===== src/rtl/block_quant_dequantizer_macros.svh =====
// assertion helpers for the dequantizer
`ifndef BLOCK_QUANT_DEQUANTIZER_MACROS_SVH
`define BLOCK_QUANT_DEQUANTIZER_MACROS_SVH

// implication checked on every clock edge outside reset
`define BQD_ASSERT_IMPL(label, clk, rstn, cond, prop, msg) \
    label: assert property (@(posedge clk) disable iff (!rstn) (cond) |-> (prop)) \
        else $error(msg);

// property that must hold in the cycle after a condition
`define BQD_ASSERT_NEXT(label, clk, rstn, cond, prop, msg) \
    label: assert property (@(posedge clk) disable iff (!rstn) (cond) |=> (prop)) \
        else $error(msg);

`endif


===== src/rtl/bqd_pkg.sv =====
`timescale 1ns / 1ps
`default_nettype none
package bqd_pkg;
    localparam int BLOCK_COUNT_BITS_DEF = 16;
    localparam logic [31:0] CANON_NAN = 32'h7FC0_0000;
    localparam logic [5:0] LEN_Q4 = 6'd18;
    localparam logic [5:0] LEN_Q8 = 6'd34;
    localparam logic [0:0] REG_FORMAT_MODE = 1'b0;
    localparam logic [0:0] REG_BLOCK_TOTAL = 1'b1;

    // fp16 scale to fp32 split fields: sign, special-case flags, biased exponent, 11-bit mantissa
    typedef struct packed {
        logic        sign;
        logic        is_zero;
        logic        is_inf;
        logic        is_nan;
        logic [7:0]  expo;
        logic [10:0] mant;   // with hidden bit
    } scale_t;

    function automatic scale_t unpack_half(input logic [15:0] h);
        scale_t s;
        logic [4:0] ex;
        logic [9:0] man;
        logic [3:0] lz;
        logic [10:0] sh;
        ex = h[14:10];
        man = h[9:0];
        s.sign = h[15];
        s.is_zero = (ex == 5'd0) && (man == 10'd0);
        s.is_inf = (ex == 5'd31) && (man == 10'd0);
        s.is_nan = (ex == 5'd31) && (man != 10'd0);
        s.expo = {3'd0, ex} + 8'd112;
        s.mant = {1'b1, man};
        if (ex == 5'd0) begin
            lz = 4'd0;
            for (int i = 9; i >= 0; i--) begin
                if (man[i] && lz == 4'd0) begin
                    lz = 4'(10 - i);
                end
            end
            sh = {1'b0, man} << lz;
            s.mant = sh;
            s.expo = 8'd113 - {4'd0, lz};
        end
        return s;
    endfunction
endpackage
`default_nettype wire


===== src/rtl/block_quant_dequantizer.sv =====
`timescale 1ns / 1ps
`default_nettype none
// data beats are registered in the input stage, then each result in the output register
// throughput: one byte per cycle in 8-bit mode unless the output stalls; 4-bit bytes give
//   two results through the one-result-per-cycle output port and so enter more slowly
// scale bytes give no result
// reset: synchronous, active-low aresetn clears position, counters and valid flags;
//   format_mode resets to 4-bit and block_total to 1
`include "block_quant_dequantizer_macros.svh"
module block_quant_dequantizer #(
    parameter int BLOCK_COUNT_BITS = bqd_pkg::BLOCK_COUNT_BITS_DEF
) (
    input  wire logic        aclk,
    input  wire logic        aresetn,
    input  wire logic        cfg_valid,
    output logic             cfg_ready,
    input  wire logic [0:0]  cfg_index,
    input  wire logic [BLOCK_COUNT_BITS-1:0] cfg_data,  // format_mode in bit 0 or block_total
    input  wire logic        s_tvalid,
    output logic             s_tready,
    input  wire logic [7:0]  s_tdata,   // data_byte
    output logic             m_tvalid,
    input  wire logic        m_tready,
    output logic [39:0]      m_tdata,   // value[31:0], element_index[36:32], pad
    output logic [1:0]       m_tuser,   // block_end, tensor_end
    output logic             m_tlast    // run_last
);
    import bqd_pkg::*;

    localparam int CB = BLOCK_COUNT_BITS;

    // configuration
    logic          fmt_reg;
    logic [CB-1:0] total_reg;
    // stream state
    logic [5:0]    pos_reg;
    logic [15:0]   half_reg;
    logic [CB-1:0] done_reg;
    // input stage: one data byte with its flags
    logic          iv_reg;
    logic [7:0]    ib_reg;
    logic          ifmt_reg;
    logic [4:0]    ik_reg;
    logic          ibend_reg;
    logic          itend_reg;
    logic          ihalf_reg;   // 4-bit: high nibble pending
    scale_t        isc_reg;
    // output register
    logic          ov_reg;
    logic [31:0]   oval_reg;
    logic [4:0]    oidx_reg;
    logic          obend_reg;
    logic          otend_reg;
    logic          olast_reg;

    assign cfg_ready = 1'b1;

    always_ff @(posedge aclk) begin
        if (!aresetn) begin
            fmt_reg <= 1'b0;
            total_reg <= CB'(1);
        end else if (cfg_valid) begin
            case (cfg_index)
                REG_FORMAT_MODE: fmt_reg <= cfg_data[0];
                REG_BLOCK_TOTAL: total_reg <= cfg_data;
                default: ;
            endcase
        end
    end

    // output register free for the next result
    logic out_free;
    logic stage_done;   // input stage hands its last result this cycle
    assign out_free = !ov_reg || m_tready;
    assign stage_done = iv_reg && out_free && (ifmt_reg || ihalf_reg);
    assign s_tready = !iv_reg || stage_done;

    // byte bookkeeping
    logic [5:0]    len;
    logic [5:0]    pos;
    logic [5:0]    k6;
    logic          bend;
    logic [CB-1:0] nxt;
    logic          tend;
    logic          accept;
    assign len = fmt_reg ? LEN_Q8 : LEN_Q4;
    assign pos = (pos_reg >= len) ? 6'd0 : pos_reg;
    assign k6 = pos - 6'd2;
    assign bend = (pos == len - 6'd1);
    assign nxt = done_reg + CB'(1);
    assign tend = (nxt == total_reg);
    assign accept = s_tvalid && s_tready;

    always_ff @(posedge aclk) begin
        if (!aresetn) begin
            pos_reg <= 6'd0;
            done_reg <= '0;
            half_reg <= 16'd0;
        end else if (accept) begin
            if (pos == 6'd0) begin
                half_reg[7:0] <= s_tdata;
                pos_reg <= 6'd1;
            end else if (pos == 6'd1) begin
                half_reg[15:8] <= s_tdata;
                pos_reg <= 6'd2;
            end else if (bend) begin
                pos_reg <= 6'd0;
                done_reg <= tend ? '0 : nxt;
            end else begin
                pos_reg <= pos + 6'd1;
            end
        end
    end

    always_ff @(posedge aclk) begin
        if (!aresetn) begin
            iv_reg <= 1'b0;
            ihalf_reg <= 1'b0;
        end else begin
            if (accept && pos >= 6'd2) begin
                iv_reg <= 1'b1;
                ihalf_reg <= 1'b0;
            end else if (stage_done) begin
                iv_reg <= 1'b0;
            end else if (iv_reg && out_free) begin
                ihalf_reg <= 1'b1;
            end
        end
    end

    always_ff @(posedge aclk) begin
        if (accept && pos >= 6'd2) begin
            ib_reg <= s_tdata;
            ifmt_reg <= fmt_reg;
            ik_reg <= fmt_reg ? k6[4:0] : {k6[3:0], 1'b0};
            ibend_reg <= bend;
            itend_reg <= bend && tend;
            isc_reg <= unpack_half(half_reg);
        end
    end

    // multiply: |q| up to 128 times an 11-bit mantissa, then normalize
    logic signed [8:0] q;
    logic              qs;
    logic [7:0]        qa;
    logic [18:0]       prod;
    logic [4:0]        msb;
    logic [22:0]       frac;
    logic [7:0]        rexp;
    logic [31:0]       val;
    always_comb begin
        if (ifmt_reg) begin
            q = {ib_reg[7], ib_reg};
        end else if (ihalf_reg) begin
            q = $signed({5'd0, ib_reg[7:4]}) - 9'sd8;
        end else begin
            q = $signed({5'd0, ib_reg[3:0]}) - 9'sd8;
        end
        qs = q[8];
        qa = qs ? 8'(-q) : q[7:0];
        prod = {8'd0, isc_reg.mant} * {11'd0, qa};
        msb = 5'd0;
        for (int i = 0; i < 19; i++) begin
            if (prod[i]) begin
                msb = 5'(i);
            end
        end
        frac = 23'({prod, 23'd0} >> msb);
        rexp = isc_reg.expo + {3'd0, msb} - 8'd10;
        if (isc_reg.is_nan || (isc_reg.is_inf && q == 9'sd0)) begin
            val = CANON_NAN;
        end else if (isc_reg.is_inf) begin
            val = {isc_reg.sign ^ qs, 8'hFF, 23'd0};
        end else if (isc_reg.is_zero || q == 9'sd0) begin
            val = {isc_reg.sign ^ qs, 31'd0};
        end else begin
            val = {isc_reg.sign ^ qs, rexp, frac};
        end
    end

    always_ff @(posedge aclk) begin
        if (!aresetn) begin
            ov_reg <= 1'b0;
        end else if (out_free) begin
            ov_reg <= iv_reg;
        end
    end

    always_ff @(posedge aclk) begin
        if (iv_reg && out_free) begin
            oval_reg <= val;
            oidx_reg <= ik_reg | {4'd0, ihalf_reg};
            obend_reg <= ibend_reg && (ifmt_reg || ihalf_reg);
            otend_reg <= itend_reg && (ifmt_reg || ihalf_reg);
            olast_reg <= ifmt_reg || ihalf_reg;
        end
    end

    assign m_tvalid = ov_reg;
    assign m_tdata = {3'd0, oidx_reg, oval_reg};
    assign m_tuser = {otend_reg, obend_reg};
    assign m_tlast = olast_reg;

    `BQD_ASSERT_NEXT(a_stall_hold, aclk, aresetn, m_tvalid && !m_tready,
        m_tvalid && $stable(m_tdata), "result changed while stalled")
    `BQD_ASSERT_IMPL(a_tend_bend, aclk, aresetn, m_tvalid && m_tuser[1],
        m_tuser[0] && m_tlast, "tensor end without block end")
    `BQD_ASSERT_IMPL(a_bend_last, aclk, aresetn, m_tvalid && m_tuser[0],
        m_tlast, "block end on a non-final result")
    `BQD_ASSERT_IMPL(a_pos_range, aclk, aresetn, 1'b1,
        pos_reg <= LEN_Q8, "byte position out of range")
endmodule
`default_nettype wire


===== config.mk =====
export PLATFORM = sky130hd
export DESIGN_NAME = block_quant_dequantizer
export DESIGN_NICKNAME = d
export VERILOG_FILES = /design/src/rtl/bqd_pkg.sv /design/src/rtl/block_quant_dequantizer.sv
export VERILOG_INCLUDE_DIRS = /design/src /design/src/rtl
export SDC_FILE = /design/constraint.sdc
export NUM_CORES = 1
export LEC_CHECK = 0
export BUFFER_PORTS_ARGS = -buffer_cell sky130_fd_sc_hd__buf_2
export CAP_MARGIN = 25
export CORE_MARGIN = 5
export CORE_UTILIZATION = 60
export DETAILED_ROUTE_END_ITERATION = 8
export PLACE_DENSITY = 0.85
export SLEW_MARGIN = 0
export SYNTH_ARGS = -nofsm -noshare
export SYNTH_HDL_FRONTEND = slang
export SYNTH_SLANG_ARGS = --single-unit
export TNS_END_PERCENT = 5

===== constraint.sdc =====
create_clock -name aclk -period 14.45 [get_ports aclk]
set_input_delay 0.7225 -clock aclk [delete_from_list [all_inputs] [get_ports aclk]]
set_output_delay 0.7225 -clock aclk [all_outputs]
set_load 0.01 [all_outputs]

==> metrics.txt <==
Fin. Hold Viols 0; Site Rows 49; number of buffers inserted during clock tree synthesis 17; top achievable clock speed 100 MHz; per-instance average area after synthesis 9.24 sq um; overall die area 21300 sq um; Post-Syn Area 11100 sq um; count of cell types in the netlist 93; RSZ-0062 raised after global routing false; launch instance of the worst min-delay path ik_reg[2]; detailed-route via count 8931; ratio of final minimum period to clock period 0.690; drt pass-1 iters 5; boundary pin count 76; #FFs+latches synth 136; Final Wtd Congestion 1.03; status finished clean; total half-perimeter wirelength after legalization and detailed placement 19.4 mm; horizontal die dimension 146 microns; number of instances in the synthesized netlist 1198; Root Driver clkbuf_16; static leakage 5.17 nW; Async SR Flop Fraction 0; number of post-CTS setup repair buffers 0; Die Y 146 microns; Util after Layout 0.671; number of H-tree branching levels 4; required arrival time at the worst endpoint 14.59 ns; Longest Clk Path Bufs 2; post-cts resize count 0; power density over the cells 149 nW/um^2; crit path capture type register; area of the core region 18100 sq um; final sum of negative setup slack 0 ns; worst hold stages 0; synthesis warning total 0; category of the most critical setup path register to register; Max-Cap Viols 0; Power, Total 1.80 mW; reg2reg start ifmt_reg; fill cell instance count of the final layout 1347; wire length per cell after detailed routing 17.1 microns; number of flip-flops under the largest register name 32; Remaining DRCs 0; CTS tree yes; number of hold buffers added after CTS 0; final routed wirelength across all metal layers 25.5 mm; Post-layout nets 1397; kind of launch point of the worst setup path register; number of buffer cells added on primary ports 71; Clock Sinks 136; top flip-flop cell by instance count after synthesis edfxtp_1; register clock-pin slew on the reported worst setup and hold paths 0.06 ns; transition time at the pin with the least slew margin 1.01 ns; initial core utilization 0.612; Final Max Slew Viols 0; number of failing setup endpoints in the final timing report 0; area delta synth->final 9.72%; worst endpoint data arrival time 10.12 ns; worst min-delay path category register to register; remaining global-route overflow 0; number of enable-type register cells in the synthesized netlist 78; final critical delay including setup and external delays 9.98 ns; maximum number of pins on one net before global-route repair 59; highest-delay cell along the critical path edfxtp_1; crit path from ifmt_reg; routed via count divided by cell count 5.98; number of antenna violations at the first check in global routing 0; worst ir drop on vdd 0.108 mV; global-route usage over all layers 0.242; cell with the most instances on the worst path inv_1; number of global-route vias before repair 8670; relative slew slack 0.323; clock network latency to the later pin of the worst-skew pair 0.42 ns; Iteration-0 DRC Markers 612; proportion of layout cells with a drive suffix above 1 0.138; critical path's largest stage delay 0.82 ns; post-synthesis sequential area ratio 0.317; first-pass GRT wire length 42.8 mm; antenna-violating nets left 0; critical path fanouts, max 32; R2R cell count 35; count of inserted antenna diode cells 0; worst clock skew 0.0124 ns
power by group:
group / switching (mW) / internal, mW / total [mW] / leakage (nW)
logic: 0.602 / 0.360 / 0.962 / 3.72
clock network: 0.162 / 0.239 / 0.401 / 0.274
registers: 0.0125 / 0.429 / 0.442 / 1.17
total: 0.777 / 1.03 / 1.80 / 5.17
worst max-delay path, delay by kind of cell (launching register included):
kind,cells,cell delay [ns]
flops,1,0.82
buf+inv,9,0.84
fa+ha+maj,7,3.22
simple gates,7,2.22
xor+xnor,1,0.13
compound gates,9,1.72
mux,2,0.75
cell usage after synthesis, types with 4 or more instances:
cell,n,share of area
fa_1,55,0.099
buf_4,8,0.0054
nor2b_1,48,0.027
nor3_1,22,0.0099
inv_1,111,0.038
o22ai_1,7,0.0040
a21o_1,10,0.0068
or4_1,4,0.0027
xnor2_1,35,0.028
and2_1,35,0.020
dfxtp_1,58,0.10
edfxtp_1,78,0.21
nor2_1,74,0.025
buf_2,5,0.0023
a21oi_1,52,0.024
a211oi_1,10,0.0068
and3_1,37,0.021
or3_1,11,0.0062
nor4_1,7,0.0040
o21ai_0,52,0.024
nand4_1,5,0.0028
ha_1,60,0.068
mux2_2,7,0.0071
a22oi_1,7,0.0047
xor2_1,19,0.015
or3b_2,9,0.0071
nand3_1,23,0.010
clkbuf_1,32,0.011
nand2_1,121,0.041
o21ai_1,4,0.0018
mux2i_1,39,0.035
a21boi_0,30,0.020
or2_2,6,0.0034
a21oi_2,4,0.0032
nand2b_1,11,0.0062
a31oi_1,8,0.0045
o21a_1,11,0.0075
cell families (layout without fill, tap and decap cells):
family | after synthesis | count (layout) | share of synthesized area
and+or+nand+nor | 430 | 430 | 0.202
AOI/OAI and AO/OA | 244 | 244 | 0.158
buffers and inverters | 166 | 226 | 0.0614
DFF | 136 | 136 | 0.317
adders and majority gates | 115 | 115 | 0.167
xor gates and xnor gates | 58 | 58 | 0.0496
muxes | 47 | 47 | 0.0444
other | 2 | 9 | 0.000679
final cells by class:
class | count | area, sq um | share of cell area
clock buffers | 22 | 485 | 0.0400
clock inverters | 10 | 67.6 | 0.00556
inverters | 115 | 434 | 0.0358
multi-input cells | 903 | 6930 | 0.570
flip-flops and latches | 136 | 3500 | 0.288
well taps | 229 | 287 | 0.0236
repair buffers | 79 | 440 | 0.0363
per-layer routing:
| layer | GRT usage | vias up | routed length (microns) |
|---|---|---|---|
| met5 | 0 | - | 0 |
| met4 | 0.0855 | 0 | 711 |
| met3 | 0.0467 | 60 | 1660 |
| met2 | 0.404 | 368 | 12500 |
| met1 | 0.316 | 4249 | 10700 |
| li1 | - | 4254 | - |
final timing paths:
check / to / slack, ns
max reg2reg: oval_reg[30] / 4.47
max: oval_reg[30] / 4.47
min: oidx_reg[2] / 0.42
min reg2reg: oidx_reg[2] / 0.42
through the flow:
stage	hold slack [ns]	area, sq um	worst slack, ns	cells
3_3_place_gp	0.401	11600	4.83	1460
2_1_floorplan	0.400	11100	5.99	1205
4_1_cts	0.418	12100	4.55	1492
5_1_grt	0.427	12100	3.83	1494
6_report	0.418	12100	4.47	1494
3_5_place_dp	0.406	11600	4.60	1460
layout by cell type, fill, tap and decap left out, types with 8 or more instances in the layout:
master | Yosys | layout
a21oi_1 | 52 | 52
o21ai_0 | 52 | 52
nor3_1 | 22 | 22
conb_1 | 2 | 9
nand2_1 | 121 | 121
ha_1 | 60 | 60
and3_1 | 37 | 37
dfxtp_1 | 58 | 58
nand2b_1 | 11 | 11
nand3_1 | 23 | 23
inv_1 | 111 | 111
xor2_1 | 19 | 19
or3b_2 | 9 | 9
xnor2_1 | 35 | 35
nor2b_1 | 48 | 47
buf_2 | 5 | 71
a21o_1 | 10 | 10
a211oi_1 | 10 | 10
a21boi_0 | 30 | 30
nor2_1 | 74 | 73
a31oi_1 | 8 | 8
mux2i_1 | 39 | 39
and2_1 | 35 | 35
or3_1 | 11 | 11
fa_1 | 55 | 55
clkbuf_16 | 0 | 18
edfxtp_1 | 78 | 78
o21a_1 | 11 | 11
Power figures use the tool's default switching activity.
